[src/hdl/owbm_pkg.sv]
package owbm_pkg;

   // Raw command codes on the request channel.
   localparam logic [2:0] CMD_TICK     = 3'd0;
   localparam logic [2:0] CMD_BUS_RST  = 3'd1;
   localparam logic [2:0] CMD_PUSH     = 3'd2;
   localparam logic [2:0] CMD_START_TX = 3'd3;
   localparam logic [2:0] CMD_START_RX = 3'd4;

   // Transmit queue geometry.
   localparam int TX_DEPTH = 16;
   localparam int TX_IDX_W = (TX_DEPTH > 1) ? $clog2(TX_DEPTH) : 1;
   localparam int TX_LVL_W = $clog2(TX_DEPTH + 1);

   // Classified operation handed from the front end to the slot engine.
   typedef enum logic [2:0] {
      OP_TICK     = 3'd0,
      OP_BUS_RST  = 3'd1,
      OP_PUSH     = 3'd2,
      OP_START_TX = 3'd3,
      OP_START_RX = 3'd4,
      OP_NOP      = 3'd5
   } op_type;

   // Kind of the slot that is in progress.
   typedef enum logic [4:0] {
      SLOT_NONE  = 5'b00001,
      SLOT_W1    = 5'b00010,
      SLOT_W0    = 5'b00100,
      SLOT_READ  = 5'b01000,
      SLOT_RESET = 5'b10000
   } slot_kind_type;

   typedef struct packed {
      op_type     op;
      logic [7:0] tx_data;
      logic [7:0] rx_count;
      logic       line_level;
   } item_type;

   typedef struct packed {
      logic       drive_valid;
      logic       drive_level;
      logic [8:0] wait_us;
      logic       busy_res;
      logic       rx_valid;
      logic [7:0] rx_data;
      logic       no_device;
      logic       refused;
   } rsp_type;

   // Wait in microseconds after entering a stage of a slot.
   function automatic logic [8:0] wait_for(slot_kind_type k, logic [2:0] s);
      logic [8:0] w;
      w = 9'd0;
      unique case (k)
         SLOT_W1: begin
            case (s)
               3'd1:    w = 9'd6;
               3'd2:    w = 9'd64;
               default: w = 9'd0;
            endcase
         end
         SLOT_W0: begin
            case (s)
               3'd1:    w = 9'd60;
               3'd2:    w = 9'd10;
               default: w = 9'd0;
            endcase
         end
         SLOT_READ: begin
            case (s)
               3'd1:    w = 9'd6;
               3'd2:    w = 9'd9;
               3'd3:    w = 9'd55;
               default: w = 9'd0;
            endcase
         end
         SLOT_RESET: begin
            case (s)
               3'd1:    w = 9'd3;
               3'd2:    w = 9'd480;
               3'd3:    w = 9'd70;
               3'd4:    w = 9'd410;
               default: w = 9'd0;
            endcase
         end
         default: w = 9'd0;
      endcase
      return w;
   endfunction

   // Line level driven at a stage of a slot.
   function automatic logic level_for(slot_kind_type k, logic [2:0] s);
      logic l;
      l = 1'b0;
      unique case (k)
         SLOT_W1, SLOT_W0: l = (s == 3'd1) || (s == 3'd2);
         SLOT_READ:        l = (s >= 3'd1) && (s <= 3'd3);
         SLOT_RESET:       l = (s == 3'd0) || ((s >= 3'd2) && (s <= 3'd4));
         default:          l = 1'b0;
      endcase
      return l;
   endfunction

   // Final stage index of each slot kind.
   function automatic logic [2:0] last_stage(slot_kind_type k);
      logic [2:0] ls;
      ls = 3'd0;
      unique case (k)
         SLOT_W1, SLOT_W0: ls = 3'd2;
         SLOT_READ:        ls = 3'd3;
         SLOT_RESET:       ls = 3'd4;
         default:          ls = 3'd0;
      endcase
      return ls;
   endfunction

   // Write slot kind that sends the given bit of a byte.
   function automatic slot_kind_type kind_for_bit(logic [7:0] b, logic [2:0] pos);
      return b[pos] ? SLOT_W1 : SLOT_W0;
   endfunction

endpackage

[src/hdl/owbm_front.sv]
module owbm_front (
   input  logic              clock,
   input  logic              reset,
   input  logic              req_valid,
   output logic              req_ready,
   input  logic [2:0]        req_cmd,
   input  logic [7:0]        req_tx_data,
   input  logic [7:0]        req_rx_count,
   input  logic              req_line_level,
   output logic              item_valid,
   output owbm_pkg::item_type item,
   input  logic              item_pop
);

   owbm_pkg::item_type entry_ff [2];
   logic       wr_ptr_ff, wr_ptr_in;
   logic       rd_ptr_ff, rd_ptr_in;
   logic [1:0] count_ff, count_in;
   owbm_pkg::item_type decoded;
   logic       push;

   // Classify the raw command into an operation.
   always_comb begin
      decoded.tx_data    = req_tx_data;
      decoded.rx_count   = req_rx_count;
      decoded.line_level = req_line_level;
      unique case (req_cmd)
         owbm_pkg::CMD_TICK:     decoded.op = owbm_pkg::OP_TICK;
         owbm_pkg::CMD_BUS_RST:  decoded.op = owbm_pkg::OP_BUS_RST;
         owbm_pkg::CMD_PUSH:     decoded.op = owbm_pkg::OP_PUSH;
         owbm_pkg::CMD_START_TX: decoded.op = owbm_pkg::OP_START_TX;
         owbm_pkg::CMD_START_RX: decoded.op = owbm_pkg::OP_START_RX;
         default:                decoded.op = owbm_pkg::OP_NOP;
      endcase
   end

   // Two-entry queue toward the slot engine.
   assign req_ready  = (count_ff != 2'd2);
   assign push       = req_valid && req_ready;
   assign item_valid = (count_ff != 2'd0);
   assign item       = entry_ff[rd_ptr_ff];

   always_comb begin
      wr_ptr_in = push ? ~wr_ptr_ff : wr_ptr_ff;
      rd_ptr_in = item_pop ? ~rd_ptr_ff : rd_ptr_ff;
      count_in  = count_ff;
      if (push && !item_pop) begin
         count_in = count_ff + 2'd1;
      end else if (!push && item_pop) begin
         count_in = count_ff - 2'd1;
      end
   end

   always_ff @(posedge clock) begin
      if (reset) begin
         wr_ptr_ff <= 1'b0;
         rd_ptr_ff <= 1'b0;
         count_ff  <= 2'd0;
      end else begin
         wr_ptr_ff <= wr_ptr_in;
         rd_ptr_ff <= rd_ptr_in;
         count_ff  <= count_in;
      end
   end

   // Entry storage carries no reset.
   always_ff @(posedge clock) begin
      if (push) begin
         entry_ff[wr_ptr_ff] <= decoded;
      end
   end

endmodule

[src/hdl/owbm_engine.sv]
module owbm_engine (
   input  logic              clock,
   input  logic              reset,
   input  logic              item_valid,
   input  owbm_pkg::item_type item,
   output logic              item_pop,
   output logic              rsp_valid,
   input  logic              rsp_ready,
   output owbm_pkg::rsp_type rsp
);

   localparam int IW = owbm_pkg::TX_IDX_W;
   localparam int LW = owbm_pkg::TX_LVL_W;

   owbm_pkg::slot_kind_type kind_ff, kind_in;
   logic [2:0]    stage_ff, stage_in;
   logic [3:0]    bitpos_ff, bitpos_in;
   logic [7:0]    shift_ff, shift_in;
   logic [7:0]    left_ff, left_in;
   logic          presence_ff, presence_in;
   logic [IW-1:0] head_ff, head_in;
   logic [IW-1:0] tail_ff, tail_in;
   logic [LW-1:0] level_ff, level_in;
   logic [7:0]    tx_mem [owbm_pkg::TX_DEPTH];
   logic [7:0]    head_data_ff;
   logic          rsp_valid_ff;
   owbm_pkg::rsp_type rsp_ff, rsp_in;
   logic          step;
   logic          busy;
   logic          push_ok;

   // An item is executed when the result register is free or being drained.
   assign step     = item_valid && (!rsp_valid_ff || rsp_ready);
   assign item_pop = step;
   assign busy     = (kind_ff != owbm_pkg::SLOT_NONE);

   // Slot sequencing and queue bookkeeping for one item.
   always_comb begin
      kind_in     = kind_ff;
      stage_in    = stage_ff;
      bitpos_in   = bitpos_ff;
      shift_in    = shift_ff;
      left_in     = left_ff;
      presence_in = presence_ff;
      head_in     = head_ff;
      tail_in     = tail_ff;
      level_in    = level_ff;
      push_ok     = 1'b0;
      rsp_in      = '0;

      case (item.op)
         owbm_pkg::OP_TICK: begin
            if (busy) begin
               if (kind_ff == owbm_pkg::SLOT_READ && stage_ff == 3'd2 && item.line_level) begin
                  shift_in[bitpos_ff[2:0]] = 1'b1;
               end
               if (kind_ff == owbm_pkg::SLOT_RESET && stage_ff == 3'd3) begin
                  presence_in = item.line_level;
               end
               rsp_in.drive_valid = 1'b1;
               rsp_in.drive_level = owbm_pkg::level_for(kind_ff, stage_ff);
               if (stage_ff >= owbm_pkg::last_stage(kind_ff)) begin
                  stage_in = 3'd0;
                  if (kind_ff == owbm_pkg::SLOT_W1 || kind_ff == owbm_pkg::SLOT_W0) begin
                     bitpos_in = 4'(bitpos_ff + 4'd1);
                     if (bitpos_in >= 4'd8) begin
                        // Byte sent: fetch the next queued byte, if any.
                        if (level_ff == '0) begin
                           kind_in = owbm_pkg::SLOT_NONE;
                        end else begin
                           shift_in  = head_data_ff;
                           head_in   = (head_ff == IW'(owbm_pkg::TX_DEPTH - 1)) ?
                                       '0 : IW'(head_ff + 1'b1);
                           level_in  = LW'(level_ff - 1'b1);
                           bitpos_in = 4'd0;
                           kind_in   = owbm_pkg::kind_for_bit(shift_in, 3'd0);
                        end
                     end else begin
                        kind_in = owbm_pkg::kind_for_bit(shift_ff, bitpos_in[2:0]);
                     end
                  end else if (kind_ff == owbm_pkg::SLOT_READ) begin
                     bitpos_in = 4'(bitpos_ff + 4'd1);
                     if (bitpos_in >= 4'd8) begin
                        // Byte received: hand it out and start the next one.
                        rsp_in.rx_valid = 1'b1;
                        rsp_in.rx_data  = shift_in;
                        if (left_ff == 8'd0) begin
                           kind_in = owbm_pkg::SLOT_NONE;
                        end else begin
                           shift_in  = 8'd0;
                           bitpos_in = 4'd0;
                           kind_in   = owbm_pkg::SLOT_READ;
                           left_in   = 8'(left_ff - 8'd1);
                        end
                     end
                  end else begin
                     kind_in = owbm_pkg::SLOT_NONE;
                  end
               end else begin
                  stage_in = 3'(stage_ff + 3'd1);
               end
            end
         end
         owbm_pkg::OP_PUSH: begin
            if (level_ff >= LW'(owbm_pkg::TX_DEPTH)) begin
               rsp_in.refused = 1'b1;
            end else begin
               push_ok  = 1'b1;
               tail_in  = (tail_ff == IW'(owbm_pkg::TX_DEPTH - 1)) ?
                          '0 : IW'(tail_ff + 1'b1);
               level_in = LW'(level_ff + 1'b1);
            end
         end
         owbm_pkg::OP_BUS_RST, owbm_pkg::OP_START_TX, owbm_pkg::OP_START_RX: begin
            if (busy) begin
               rsp_in.refused = 1'b1;
            end else begin
               stage_in = 3'd0;
               if (item.op == owbm_pkg::OP_BUS_RST) begin
                  kind_in = owbm_pkg::SLOT_RESET;
               end else if (item.op == owbm_pkg::OP_START_TX) begin
                  if (level_ff != '0) begin
                     shift_in  = head_data_ff;
                     head_in   = (head_ff == IW'(owbm_pkg::TX_DEPTH - 1)) ?
                                 '0 : IW'(head_ff + 1'b1);
                     level_in  = LW'(level_ff - 1'b1);
                     bitpos_in = 4'd0;
                     kind_in   = owbm_pkg::kind_for_bit(shift_in, 3'd0);
                  end
               end else begin
                  if (item.rx_count != 8'd0) begin
                     shift_in  = 8'd0;
                     bitpos_in = 4'd0;
                     kind_in   = owbm_pkg::SLOT_READ;
                     left_in   = 8'(item.rx_count - 8'd1);
                  end else begin
                     left_in   = 8'd0;
                  end
               end
            end
         end
         default: begin
         end
      endcase

      // Status reported after this item's update.
      rsp_in.wait_us   = owbm_pkg::wait_for(kind_in, stage_in);
      rsp_in.busy_res  = (kind_in != owbm_pkg::SLOT_NONE);
      rsp_in.no_device = presence_in;
   end

   always_ff @(posedge clock) begin
      if (reset) begin
         kind_ff      <= owbm_pkg::SLOT_NONE;
         stage_ff     <= 3'd0;
         bitpos_ff    <= 4'd0;
         shift_ff     <= 8'd0;
         left_ff      <= 8'd0;
         presence_ff  <= 1'b0;
         head_ff      <= '0;
         tail_ff      <= '0;
         level_ff     <= '0;
         rsp_valid_ff <= 1'b0;
      end else begin
         if (step) begin
            kind_ff     <= kind_in;
            stage_ff    <= stage_in;
            bitpos_ff   <= bitpos_in;
            shift_ff    <= shift_in;
            left_ff     <= left_in;
            presence_ff <= presence_in;
            head_ff     <= head_in;
            tail_ff     <= tail_in;
            level_ff    <= level_in;
         end
         if (step) begin
            rsp_valid_ff <= 1'b1;
         end else if (rsp_ready) begin
            rsp_valid_ff <= 1'b0;
         end
      end
   end

   // Transmit byte storage and the result register carry no reset.
   always_ff @(posedge clock) begin
      if (step && push_ok) begin
         tx_mem[tail_ff] <= item.tx_data;
      end
      if (step) begin
         rsp_ff <= rsp_in;
      end
   end

   // The byte at the queue head is kept registered for the next load. A push
   // into an empty queue lands at the head and is taken directly.
   always_ff @(posedge clock) begin
      if (step) begin
         if (push_ok && (tail_ff == head_in)) begin
            head_data_ff <= item.tx_data;
         end else begin
            head_data_ff <= tx_mem[head_in];
         end
      end
   end

   assign rsp_valid = rsp_valid_ff;
   assign rsp       = rsp_ff;

endmodule

[src/hdl/one_wire_bus_master.sv]
// One-wire bus master, sequenced one bit slot at a time.
// Request channel (req_*): a command with its operands and the sampled line
// level. A tick advances the current slot by one stage; other commands start
// a bus reset, queue a transmit byte, start transmitting the queued bytes or
// start receiving a number of bytes. Every request yields exactly one
// response on the rsp_* channel: the line drive for this tick, the wait in
// microseconds until the next tick, busy, a completed received byte, the
// presence result of the last bus reset and a refusal flag.
// A front end decodes requests into a two-entry queue; the slot engine takes
// one entry per cycle into its response register while that register is free
// or being drained. After a request transfer, the request is held in a queue
// entry and then its response in the response register; throughput is one
// request per cycle when the receiver does not stall.
// When the receiver stalls, the response register holds, the queue fills and
// req_ready drops after at most two more requests. Reset (synchronous, active
// high) empties the queue, clears the slot state, the presence flag and the
// transmit queue pointers; queued transmit bytes are lost.
module one_wire_bus_master (
   input  logic       clock,
   input  logic       reset,
   input  logic       req_valid,
   output logic       req_ready,
   input  logic [2:0] req_cmd,
   input  logic [7:0] req_tx_data,
   input  logic [7:0] req_rx_count,
   input  logic       req_line_level,
   output logic       rsp_valid,
   input  logic       rsp_ready,
   output logic       rsp_drive_valid,
   output logic       rsp_drive_level,
   output logic [8:0] rsp_wait_us,
   output logic       rsp_busy_res,
   output logic       rsp_rx_valid,
   output logic [7:0] rsp_rx_data,
   output logic       rsp_no_device,
   output logic       rsp_refused
);

   owbm_pkg::item_type item;
   owbm_pkg::rsp_type  rsp;
   logic item_valid;
   logic item_pop;

   // Request decode and queue.
   owbm_front u_front (
      .clock          (clock),
      .reset          (reset),
      .req_valid      (req_valid),
      .req_ready      (req_ready),
      .req_cmd        (req_cmd),
      .req_tx_data    (req_tx_data),
      .req_rx_count   (req_rx_count),
      .req_line_level (req_line_level),
      .item_valid     (item_valid),
      .item           (item),
      .item_pop       (item_pop)
   );

   // Slot sequencing and response register.
   owbm_engine u_engine (
      .clock      (clock),
      .reset      (reset),
      .item_valid (item_valid),
      .item       (item),
      .item_pop   (item_pop),
      .rsp_valid  (rsp_valid),
      .rsp_ready  (rsp_ready),
      .rsp        (rsp)
   );

   assign rsp_drive_valid = rsp.drive_valid;
   assign rsp_drive_level = rsp.drive_level;
   assign rsp_wait_us     = rsp.wait_us;
   assign rsp_busy_res    = rsp.busy_res;
   assign rsp_rx_valid    = rsp.rx_valid;
   assign rsp_rx_data     = rsp.rx_data;
   assign rsp_no_device   = rsp.no_device;
   assign rsp_refused     = rsp.refused;

endmodule

[config.mk]
export PLATFORM = sky130hd
export DESIGN_NAME = one_wire_bus_master
export DESIGN_NICKNAME = d
export VERILOG_FILES = /design/src/hdl/owbm_pkg.sv /design/src/hdl/owbm_front.sv /design/src/hdl/owbm_engine.sv /design/src/hdl/one_wire_bus_master.sv
export SDC_FILE = /design/constraint.sdc
export NUM_CORES = 1
export LEC_CHECK = 0
export BUFFER_PORTS_ARGS = -buffer_cell sky130_fd_sc_hd__buf_2
export CORE_UTILIZATION = 50
export CTS_CLUSTER_DIAMETER = 60
export CTS_CLUSTER_SIZE = 20
export DETAILED_ROUTE_END_ITERATION = 10
export HOLD_SLACK_MARGIN = 0.06
export PLACE_DENSITY = 0.67
export SKIP_CTS_REPAIR_TIMING = 1
export SLEW_MARGIN = 15
export SYNTH_ARGS = -nofsm -noshare
export SYNTH_HDL_FRONTEND = slang
export SYNTH_SLANG_ARGS = --single-unit
[constraint.sdc]
create_clock -name clock -period 5.9 [get_ports clock]
set_input_delay 0.885 -clock clock [delete_from_list [all_inputs] [get_ports clock]]
set_output_delay 0.885 -clock clock [all_outputs]
set_load 0.01 [all_outputs]
==> flow_metrics.env, run 1 <==
export IMPL_cpPeakStageDelay_ns=0.76
export IMPL_largest_net_degree_at_the_start_of_global_routing=59
export IMPL_final_nets=1084
export IMPL_grt_remaining_overflow=0
export IMPL_powerDensity_mw_per_mm2=448.4
export IMPL_most_frequent_standard_cell_in_the_layout_excluding_fill_and_tap_cells="edfxtp_1"
export IMPL_cp_slowest_cell="mux2i_4"
export IMPL_timing_fmax_mhz=190.8
export IMPL_synth_cell_area_sq_mm=0.01170
export IMPL_dp_hpwl_um=17700
export IMPL_instances_no_fill=1367
export IMPL_register_area_sq_mm=0.006907
export IMPL_num_io_pins=49
export IMPL_fp_dieW_um=155.0
export IMPL_netlist_instances=1012
export IMPL_synth_yosys_warnings=0
export IMPL_relSlewSlack_pct=20.93
export IMPL_timing_reg2reg_setup_slack_ns=0.66
export IMPL_antenna_found_initial=0
export IMPL_path_max_fanout=25
export IMPL_layout_cells_most_common_list="edfxtp_1, nand2_1, nor2_1"
export IMPL_irDropWorstVdd_uv=269.5
export IMPL_worst_clock_skew_ns=0.01359
export IMPL_worst_pin_slew_ns=1.176
export IMPL_insertedDiodeCount=0
export IMPL_clk_insertion_delay_late_ns=0.51
export IMPL_cts_sinks=246
export IMPL_viasPerCell=6.004
export IMPL_cts_tree="yes"
export IMPL_leakage_nw=4.411
export IMPL_critical_path_most_common_cell="nor2_1"
export IMPL_worstReg2RegEnd="u_engine.head_data_ff[4]"
export IMPL_detail_route_wirelength_um=26450
export IMPL_h_tree_depth=1
export IMPL_timing_hold_worst_path_depth=2
export IMPL_clock_tree_buffer_depth=3
export IMPL_outcome="finished, final reports clean"
export IMPL_initial_core_util_pct=51.38
export IMPL_place_detailed_instances=1330
export IMPL_grt_pass1_wl_um=42490
export IMPL_timing_final_hold_violations=0
export IMPL_grt_setup_unrepaired="no"
export IMPL_cap_violations=0
export IMPL_synth_enable_flop_cells=198
export IMPL_fp_coreArea_sq_mm=0.02278
export IMPL_worst_min_path_class="reg -> reg"
export IMPL_hold_path_endpoint="u_engine.presence_ff"
export IMPL_clock_root_buffer="clkbuf_16"
export IMPL_cp_cell_sequence="xnor2_1 -> nor4_1 -> nor2_1 -> ha_1 -> a211oi_1 -> nor2_1 -> a32o_2 -> mux2i_4 -> buf_4 -> a311oi_1 -> or4_1 -> mux2_2"
export IMPL_wire_per_inst_um=19.35
export IMPL_reg2reg_depth=12
export IMPL_post_route_cell_area_sq_mm=0.01284
export IMPL_routabilityCongestion=0.8909
export IMPL_rows=55
export IMPL_area_growth_synth_to_final_pct=9.740
export IMPL_multiInputGateArea_sq_mm=0.004422
export IMPL_synth_net_count=1056
export IMPL_total_die_area_sq_mm=0.02402
export IMPL_min_delay_start="u_engine.presence_ff"
export IMPL_critPathArrivalTime_ns=5.51
export IMPL_final_period_minus_worst_setup_slack_ns=5.242
export IMPL_clk_transition_reported_paths_ns=0.08
export IMPL_fin_tns_setup_ns=0
export IMPL_grt_usage_pct=22.44
export IMPL_timing_critical_path_from_type="flip-flop"
export IMPL_netlist_cell_type_count=79
export IMPL_asyncSetResetFlopFracSynth_pct=0
export IMPL_port_buffer_count=48
export IMPL_route_detailed_drc=0
export IMPL_ys_dominant_reg_cell="edfxtp_1"
export IMPL_timing_final_max_slew_violations=0
export IMPL_final_fill_count=1909
export IMPL_syn_mean_instance_area_sq_um=11.56
export IMPL_setup_viol=0
export IMPL_detail_route_first_pass_iterations=5
export IMPL_post_route_period_util_pct=88.85
export IMPL_required_ns=6.17
export IMPL_critical_path_class="reg -> reg"
export IMPL_drt_iter0_markers=661
export IMPL_cp_end_kind="flip-flop"
export IMPL_hold_ws_ns=0.4632
export IMPL_regToRegStartpoint="u_engine.kind_ff[1]"
export IMPL_synth_yosys_seq_area_share_pct=59.02
export IMPL_vias=8207
export IMPL_first_global_vias=7834
export IMPL_drive_gt1_share_pct=14.04
export IMPL_die_h_um=155.0
export IMPL_place_area_sq_mm=0.01219
export IMPL_route_antenna_remaining_nets=0
export IMPL_num_cts_buffers=21
export IMPL_synth_seq_cells=246
==> synth_stat cells, types with 8 or more instances <==
| library cell | number | area share (%) |
|---|---|---|
| o211ai_1 | 8 | 0.51 |
| or4_1 | 11 | 0.71 |
| o21ai_0 | 33 | 1.4 |
| edfxtp_1 | 198 | 51 |
| ha_1 | 19 | 2.0 |
| buf_2 | 9 | 0.38 |
| a221oi_1 | 16 | 1.2 |
| clkbuf_1 | 39 | 1.3 |
| nor3_1 | 23 | 0.98 |
| or3_1 | 13 | 0.69 |
| inv_1 | 32 | 1.0 |
| a21o_1 | 8 | 0.51 |
| a211oi_1 | 41 | 2.6 |
| nand3_1 | 14 | 0.60 |
| nand2_1 | 110 | 3.5 |
| a21oi_1 | 42 | 1.8 |
| xor2_1 | 12 | 0.90 |
| a311oi_1 | 33 | 2.5 |
| mux2i_1 | 17 | 1.5 |
| mux2_2 | 25 | 2.4 |
| nor2_1 | 99 | 3.2 |
| nor2b_1 | 23 | 1.2 |
| xnor2_1 | 12 | 0.90 |
| dfxtp_1 | 48 | 8.2 |
==> worst max path at each step <==
stage                                    from                        to  slack, ns
after floorplan           u_engine.kind_ff[1]  u_engine.head_data_ff[6]       1.89
after global placement    u_engine.kind_ff[1]  u_engine.head_data_ff[3]       0.97
after detailed placement  u_engine.kind_ff[1]  u_engine.head_data_ff[3]       0.82
after CTS                 u_engine.kind_ff[1]  u_engine.head_data_ff[4]       0.76
after global routing      u_engine.kind_ff[1]  u_engine.head_data_ff[4]       0.39
final                     u_engine.kind_ff[1]  u_engine.head_data_ff[4]       0.66
==> worst max-delay path: cells and delay by family, from the launching register on <==
family | cells | cell delay, ns
and+or+nand+nor | 4 | 1.74
muxes | 2 | 1.03
AOI/OAI and AO/OA | 3 | 0.90
DFF | 1 | 0.47
buffers and inverters | 1 | 0.38
adders and majority gates | 1 | 0.33
xor gates and xnor gates | 1 | 0.13
==> report_power, final <==
group	leakage [nW]	total [W]	switching [W]	internal (W)
registers	2.21	0.00245	0.000192	0.00226
clock network	0.317	0.00135	0.000656	0.000691
logic	1.88	0.00196	0.00126	0.000699
==> cell families after synthesis <==
group                    share of synthesized area [%]
AND/OR/NAND/NOR                                  14.31
flip-flops                                       59.02
AO/OA/AOI/OAI                                    15.06
buffers and inverters                            3.368
multiplexers                                     4.245
XOR/XNOR                                         1.796
adder cells (fa/ha/maj)                          2.203
==> metrics by stage <==
| step | total power (W) | util, % | worst slack [ns] |
|---|---|---|---|
| after detailed placement | 0.004430 | 53.51 | 0.8243 |
| after global routing | 0.006090 | 56.38 | 0.3855 |
| final | 0.005759 | 56.38 | 0.6580 |
| after floorplan | 0.003880 | - | 1.892 |
| after CTS | 0.005776 | 56.38 | 0.7585 |
| after global placement | 0.004401 | 53.51 | 0.9711 |
==> flip-flops by register name, summed over array words and instances, names as in the netlist, 2 cells and up, named ones only <==
signal and cells:
u_engine.tx_mem 128, u_front.entry_ff 40, u_engine.rsp 22, u_engine.head_data_ff 8
u_engine.left_ff 8, u_engine.shift_ff 8, u_engine.kind_ff 5, u_engine.level_ff 5
u_engine.bitpos_ff 4, u_engine.head_ff 4, u_engine.tail_ff 4, u_engine.stage_ff 3
u_front.count_ff 2
==> cell type report <==
cell class,instances,area share (%)
Sequential cell,246,53.78
Multi-Input combinational cell,676,34.43
Timing Repair Buffer,62,2.689
Clock inverter,11,0.7697
Inverter,33,0.9645
Clock buffer,26,4.316
Tap cell,313,3.050
==> metal layers <==
layer	wire length [um]	global-route usage, %	vias up
met5	0	0	-
met4	673	6.459	0
met3	1304	2.786	50
met2	13040	38.35	248
met1	11440	30.03	4005
li1	-	-	3904
Note: power is estimated with default switching activity, not from simulation.
==> run 2, diff against run 1 <==
--- a/config.mk
+++ b/config.mk
@@ -6,5 +6,5 @@
 export NUM_CORES = 1
 export LEC_CHECK = 0
-export BUFFER_PORTS_ARGS = -buffer_cell sky130_fd_sc_hd__buf_2
+export BUFFER_PORTS_ARGS = -buffer_cell sky130_fd_sc_hd__buf_4
 export CORE_UTILIZATION = 50
 export CTS_CLUSTER_DIAMETER = 60
==> constraint.sdc (replaced) <==
create_clock -name clock -period 5.9 [get_ports clock]
set_input_delay 0.295 -clock clock [delete_from_list [all_inputs] [get_ports clock]]
set_output_delay 0.295 -clock clock [all_outputs]
set_load 0.01 [all_outputs]
==> run 2 against run 1 <==
  * Final cell count up 1.6%
  * Global-route usage increased by 0.48 points
  * Combinational power up 3%
  * Via count rose by 1.4%
  * Core utilization increased by 2.0 points
  * Clock power rose by 9%
  * Critical path type unchanged
  * Cell area rose by 3.5%
  * Count of clock-buffer cells in the layout unchanged
  * First-iteration DRC count increased by 8.3%
  * Die area stayed put
  * Sequential cell count stayed put
  * Fmax up 7.3%
==> flow_metrics.env, run 2 (synthesis results as in run 1) <==
export IMPL_die_h_um=155.0
export IMPL_fin_tns_setup_ns=0
export IMPL_num_io_pins=49
export IMPL_fp_coreArea_sq_mm=0.02278
export IMPL_register_area_sq_mm=0.006907
export IMPL_detail_route_first_pass_iterations=6
export IMPL_leakage_nw=4.580
export IMPL_vias=8321
export IMPL_area_growth_synth_to_final_pct=13.60
export IMPL_worst_min_path_class="in -> reg"
export IMPL_critPathArrivalTime_ns=5.15
export IMPL_post_route_period_util_pct=82.77
export IMPL_most_frequent_standard_cell_in_the_layout_excluding_fill_and_tap_cells="edfxtp_1"
export IMPL_worstReg2RegEnd="u_engine.head_data_ff[2]"
export IMPL_antenna_found_initial=0
export IMPL_required_ns=6.17
export IMPL_grt_remaining_overflow=0
export IMPL_relSlewSlack_pct=25.11
export IMPL_post_route_cell_area_sq_mm=0.01329
export IMPL_min_delay_start="rsp_ready"
export IMPL_timing_final_hold_violations=0
export IMPL_cts_sinks=246
export IMPL_layout_cells_most_common_list="edfxtp_1, nand2_1, nor2_1"
export IMPL_cp_slowest_cell="a32o_2"
export IMPL_grt_usage_pct=22.92
export IMPL_critical_path_most_common_cell="nor2_1"
export IMPL_final_core_utilization_pct=58.36
export IMPL_initial_core_util_pct=51.38
export IMPL_final_fill_count=1874
export IMPL_insertedDiodeCount=0
export IMPL_fp_dieW_um=155.0
export IMPL_detail_route_wirelength_um=27530
export IMPL_place_area_sq_mm=0.01231
export IMPL_route_detailed_drc=0
export IMPL_final_nets=1104
export IMPL_largest_net_degree_at_the_start_of_global_routing=65
export IMPL_instances_no_fill=1389
export IMPL_timing_critical_path_from_type="flip-flop"
export IMPL_num_cts_buffers=22
export IMPL_worst_clock_skew_ns=0.01896
export IMPL_clk_insertion_delay_late_ns=0.53
export IMPL_routabilityCongestion=0.8661
export IMPL_wire_per_inst_um=19.82
export IMPL_viasPerCell=5.991
export IMPL_number_of_buffer_and_inverter_instances_along_the_worst_setup_path=1
export IMPL_drive_gt1_share_pct=14.31
export IMPL_h_tree_depth=1
export IMPL_powerDensity_mw_per_mm2=446.7
export IMPL_cp_end_kind="flip-flop"
export IMPL_regToRegStartpoint="u_engine.kind_ff[1]"
export IMPL_clk_transition_reported_paths_ns=0.07
export IMPL_outcome="finished, final reports clean"
export IMPL_timing_hold_worst_path_depth=3
export IMPL_path_max_fanout=32
export IMPL_drt_iter0_markers=716
export IMPL_irDropWorstVdd_uv=326.0
export IMPL_timing_fmax_mhz=204.8
export IMPL_rows=55
export IMPL_setup_viol=0
export IMPL_hold_ws_ns=0.06494
export IMPL_multiInputGateArea_sq_mm=0.004441
export IMPL_first_global_vias=8007
export IMPL_timing_reg2reg_setup_slack_ns=1.02
export IMPL_worst_pin_slew_ns=1.114
export IMPL_regMostFlops="u_engine.tx_mem"
export IMPL_cpPeakStageDelay_ns=0.67
export IMPL_cp_cell_sequence="xnor2_1 -> nor4_1 -> nor2_1 -> ha_1 -> a211oi_1 -> nor2_1 -> a32o_2 -> mux2i_4 -> buf_16 -> a311oi_1 -> or4_1 -> mux2_2"
export IMPL_reg2reg_depth=12
export IMPL_dp_hpwl_um=18100
export IMPL_hold_path_endpoint="u_engine.rsp_valid"
export IMPL_route_antenna_remaining_nets=0
export IMPL_critical_path_class="reg -> reg"
export IMPL_crit_family="simple AND/OR/NAND/NOR gates"
export IMPL_largest_reg_flops=128
export IMPL_total_die_area_sq_mm=0.02402
export IMPL_cts_tree="yes"
export IMPL_cap_violations=0
export IMPL_port_buffer_count=48
export IMPL_final_period_minus_worst_setup_slack_ns=4.883
export IMPL_grt_pass1_wl_um=43100
export IMPL_clock_tree_buffer_depth=3
export IMPL_grt_setup_unrepaired="no"
export IMPL_place_detailed_instances=1329
export IMPL_clock_root_buffer="clkbuf_16"
export IMPL_timing_final_max_slew_violations=0
## run 2: changes by cell type in the layout (fill, tap and decap cells not counted), moves of 5 or more
cell / change
buf_2: -48
dlygate4sd3_1: +19
clkinv_8: +5
buf_4: +47
## run 2: layer usage
layer	up-vias	global-route usage [%]	part of all wire (%)
met5	-	0	0
met4	0	8.864	3.5
met3	69	2.925	5.3
met2	262	39.23	49
met1	4041	29.69	42
li1	3949	-	-
## run 2: metrics by stage
stage                     power, W  setup slack, ns
after floorplan           0.003880            1.892
after global placement    0.004449           0.9543
after detailed placement  0.004471           0.7263
after CTS                 0.005934           0.7133
after global routing      0.006256           0.6519
final                     0.005939            1.017
## run 2: where the power goes
group	leakage, nW	switching, W	internal [W]
clock network	0.357	0.000707	0.000761
registers	2.21	0.000204	0.00226
logic	2.01	0.00126	0.000748
total	4.58	0.00217	0.00377
## run 2: cell type report
type / instances / area share (%)
Sequential cell: 246 / 51.95
Clock inverter: 14 / 1.195
Tap cell: 313 / 2.946
Timing Repair Buffer: 81 / 5.082
Inverter: 33 / 0.9318
Multi-Input combinational cell: 676 / 33.40
Clock buffer: 26 / 4.489
## run 2: how the worst max path moves through the flow
stage,from,end,cells past startpoint,slack [ns]
finish,u_engine.kind_ff[1],u_engine.head_data_ff[2],12,1.02
global route,u_engine.kind_ff[1],u_engine.head_data_ff[6],14,0.65
CTS,u_engine.kind_ff[1],u_engine.head_data_ff[2],11,0.71
detailed placement,u_engine.kind_ff[1],u_engine.head_data_ff[2],11,0.73
global placement,u_engine.kind_ff[1],u_engine.head_data_ff[5],11,0.95
floorplan,u_engine.kind_ff[1],u_engine.head_data_ff[6],14,1.89
## run 2: worst reg2reg max path, cell delays in order, from the launching register on
cell and delay (ns):
dfxtp_1 0.48, xnor2_1 0.15, nor4_1 0.59, nor2_1 0.19, ha_1 0.34, a211oi_1 0.10
nor2_1 0.38, a32o_2 0.67, mux2i_4 0.60, buf_16 0.24, a311oi_1 0.11, or4_1 0.53
mux2_2 0.27
==> run 3, diff against run 2 <==
Settings changed: ABC_AREA set to 1.
Clock period 5.9 ns to 4.95 ns, I/O delays scaled along.
==> run 3 against run 2 <==
  * Register-to-register slack lost 0.28 ns
  * Cell area is 4.0% higher
  * Global-route usage down 0.53 points
  * Synthesized area rose by 5.9%
  * Setup slack worse by 0.28 ns
  * Final cell count grew 24%
  * Clock skew shrank 0.0014 ns
  * Via count increased by 12%
  * Total power increased by 47%
  * Highest routed layer unchanged
==> flow_metrics.env, run 3 <==
export IMPL_post_route_period_util_pct=85.05
export IMPL_synth_cell_area_sq_mm=0.01239
export IMPL_worst_pin_slew_ns=0.9330
export IMPL_ys_dominant_reg_cell="edfxtp_1"
export IMPL_route_antenna_remaining_nets=0
export IMPL_relSlewSlack_pct=37.57
export IMPL_critPathArrivalTime_ns=4.48
export IMPL_synth_net_count=1378
export IMPL_detail_route_wirelength_um=28330
export IMPL_fin_total_pwr_w=0.008743
export IMPL_grt_remaining_overflow=0
export IMPL_share_comb_of_total_power_pct=47.2
export IMPL_cts_tree="yes"
export IMPL_vias=9347
export IMPL_syn_mean_instance_area_sq_um=9.288
export IMPL_setup_viol=0
export IMPL_worst_min_path_class="in -> reg"
export IMPL_synth_yosys_seq_area_share_pct=55.74
export IMPL_register_area_sq_mm=0.006907
export IMPL_clk_insertion_delay_late_ns=0.52
export IMPL_netSwitchingPower_w=0.003875
export IMPL_synth_yosys_warnings=0
export IMPL_netlist_instances=1334
export IMPL_timing_reg2reg_setup_slack_ns=0.74
export IMPL_drt_iter0_markers=820
export IMPL_worst_clock_skew_ns=0.01757
export IMPL_yosysTopAreaCell="edfxtp_1"
export IMPL_multiInputGateArea_sq_mm=0.004458
export IMPL_route_detailed_drc=0
export IMPL_insertedDiodeCount=0
export IMPL_netlist_top_cells_area="edfxtp_1, dfxtp_1, nand3_1"
export IMPL_grt_setup_unrepaired="no"
export IMPL_asyncSetResetFlopFracSynth_pct=0
export IMPL_timing_critical_path_from_type="flip-flop"
export IMPL_outcome="finished, final reports clean"
export IMPL_cts_sinks=246
export IMPL_cp_end_kind="flip-flop"
export IMPL_leakage_nw=5.648
export IMPL_timing_final_hold_violations=0
export IMPL_clock_root_buffer="clkbuf_16"
export IMPL_port_buffer_count=48
export IMPL_regMostFlops="u_engine.tx_mem"
export IMPL_rows=57
export IMPL_largest_reg_flops=128
export IMPL_internal_power_w=0.004868
export IMPL_antenna_found_initial=0
export IMPL_area_growth_synth_to_final_pct=11.62
export IMPL_drive_gt1_share_pct=10.72
export IMPL_clk_transition_reported_paths_ns=0.08
export IMPL_clock_tree_buffer_depth=3
export IMPL_num_cts_buffers=20
export IMPL_critical_path_class="reg -> reg"
export IMPL_layout_cells_most_common_list="nand2_1, edfxtp_1, inv_1"
export IMPL_h_tree_depth=1
export IMPL_timing_final_max_slew_violations=0
export IMPL_cap_violations=0
export IMPL_num_io_pins=49
export IMPL_place_detailed_instances=1668
export IMPL_grt_usage_pct=22.39
export IMPL_largest_net_degree_at_the_start_of_global_routing=65
export IMPL_die_h_um=159.4
export IMPL_synthTopCellsByCount="nand2_1, edfxtp_1, inv_1"
export IMPL_timing_fmax_mhz=237.5
export IMPL_share_seq_of_total_power_pct=34.3
export IMPL_required_ns=5.22
export IMPL_instances_no_fill=1723
export IMPL_netlist_cell_type_count=53
export IMPL_final_period_minus_worst_setup_slack_ns=4.210
export IMPL_first_global_vias=8824
export IMPL_grt_pass1_wl_um=45980
export IMPL_irDropWorstVdd_uv=370.6
export IMPL_clock_power_share_pct=18.5
export IMPL_final_nets=1430
export IMPL_final_core_utilization_pct=56.87
export IMPL_fin_tns_setup_ns=0
export IMPL_dp_hpwl_um=18830
export IMPL_total_die_area_sq_mm=0.02541
export IMPL_fp_coreArea_sq_mm=0.02432
export IMPL_path_max_fanout=56
export IMPL_synth_top_cell_area_share_pct=47.99
export IMPL_switching_share_pct=44.32
export IMPL_viasPerCell=5.425
export IMPL_hold_ws_ns=0.06027
export IMPL_initial_core_util_pct=50.95
export IMPL_fp_dieW_um=159.4
export IMPL_wire_per_inst_um=16.44
export IMPL_synth_enable_flop_cells=198
export IMPL_final_fill_count=2143
export IMPL_synth_most_common_cell="nand2_1"
export IMPL_powerDensity_mw_per_mm2=632.2
export IMPL_most_frequent_standard_cell_in_the_layout_excluding_fill_and_tap_cells="nand2_1"
export IMPL_detail_route_first_pass_iterations=5
export IMPL_synth_seq_cells=246
export IMPL_routabilityCongestion=0.9395
-- run 3: cell count changes after synthesis, moves of 30 or more --
| cell | previous run | this run |
|---|---|---|
| a211oi_1 | 41 | 6 |
| a311oi_1 | 33 | 0 |
| inv_1 | 32 | 193 |
| nand2_1 | 110 | 240 |
| nand3_1 | 14 | 187 |
| nand3b_1 | 2 | 32 |
| o21ai_0 | 33 | 70 |
-- run 3: kinds of logic (layout without fill, tap and decap cells) --
family / after synthesis / after routing / synth area share (%)
and+or+nand+nor: 628 / 628 / 24.31
buffers and inverters: 250 / 315 / 8.391
DFF: 246 / 246 / 55.74
AOI/OAI and AO/OA: 167 / 167 / 7.796
adders and majority gates: 20 / 20 / 2.080
xor gates and xnor gates: 18 / 18 / 1.272
muxes: 5 / 5 / 0.4140
-- run 3: power groups by stage --
| stage | sequential [W] | clock (W) | combinational [W] |
|---|---|---|---|
| after CTS | 0.00300 | 0.00165 | 0.00408 |
| final | 0.00300 | 0.00162 | 0.00413 |
| after global placement | 0.00304 | 0 | 0.00401 |
| after global routing | 0.00304 | 0.00171 | 0.00458 |
| after floorplan | 0.00303 | 0 | 0.00297 |
| after detailed placement | 0.00304 | 0 | 0.00406 |
-- run 3: layout make-up --
type / count / area share [%]
Clock inverter: 12 / 0.8051
Timing Repair Buffer: 78 / 4.686
Inverter: 202 / 5.482
Multi-Input combinational cell: 838 / 32.23
Tap cell: 324 / 2.931
Sequential cell: 246 / 49.94
Clock buffer: 23 / 3.926
-- run 3: routing by layer --
| metal | share of wire (%) | global-route usage, % | vias to the layer above | routed length [um] |
|---|---|---|---|---|
| met5 | 0 | 0 | - | 0 |
| met4 | 2.3 | 6.687 | 0 | 650 |
| met3 | 5.7 | 2.344 | 52 | 1606 |
| met2 | 46 | 36.06 | 277 | 12990 |
| met1 | 46 | 32.07 | 4400 | 13090 |
| li1 | - | - | 4618 | - |
-- run 3: worst paths after layout --
kind / start / to / cells past startpoint
setup / recovery: u_engine.kind_ff[3] / u_engine.head_data_ff[6] / 18
hold / removal: rsp_ready / u_engine.rsp_valid / 4
setup reg to reg: u_engine.kind_ff[3] / u_engine.head_data_ff[6] / 18
hold reg to reg: u_front.rd_ptr_ff / flip-flop / 1
-- run 3: through the flow --
| stage | instance area, sq um | worst slack [ns] |
|---|---|---|
| finish | 13830 | 0.7401 |
| global route | 13830 | 0.4707 |
| CTS | 13630 | 0.8005 |
| detailed placement | 12980 | 0.8189 |
| global placement | 12980 | 0.9030 |
| floorplan | 12390 | 1.881 |
-- run 3: worst max-delay path, cell delays in order, from the launching register on --
cell and delay [ns]:
dfxtp_1 0.41, inv_1 0.16, nor4_4 0.44, nor2_1 0.17, ha_1 0.34, nand3_1 0.07, nand3_1 0.34, nand3_2 0.16
o22ai_1 0.23, nand2_2 0.33, nand2_2 0.35, buf_12 0.29, nand2_1 0.08, nand3_1 0.09, nand3_1 0.11, nand3_1 0.16
nand2_1 0.09, nand2_1 0.07, nand2_1 0.06
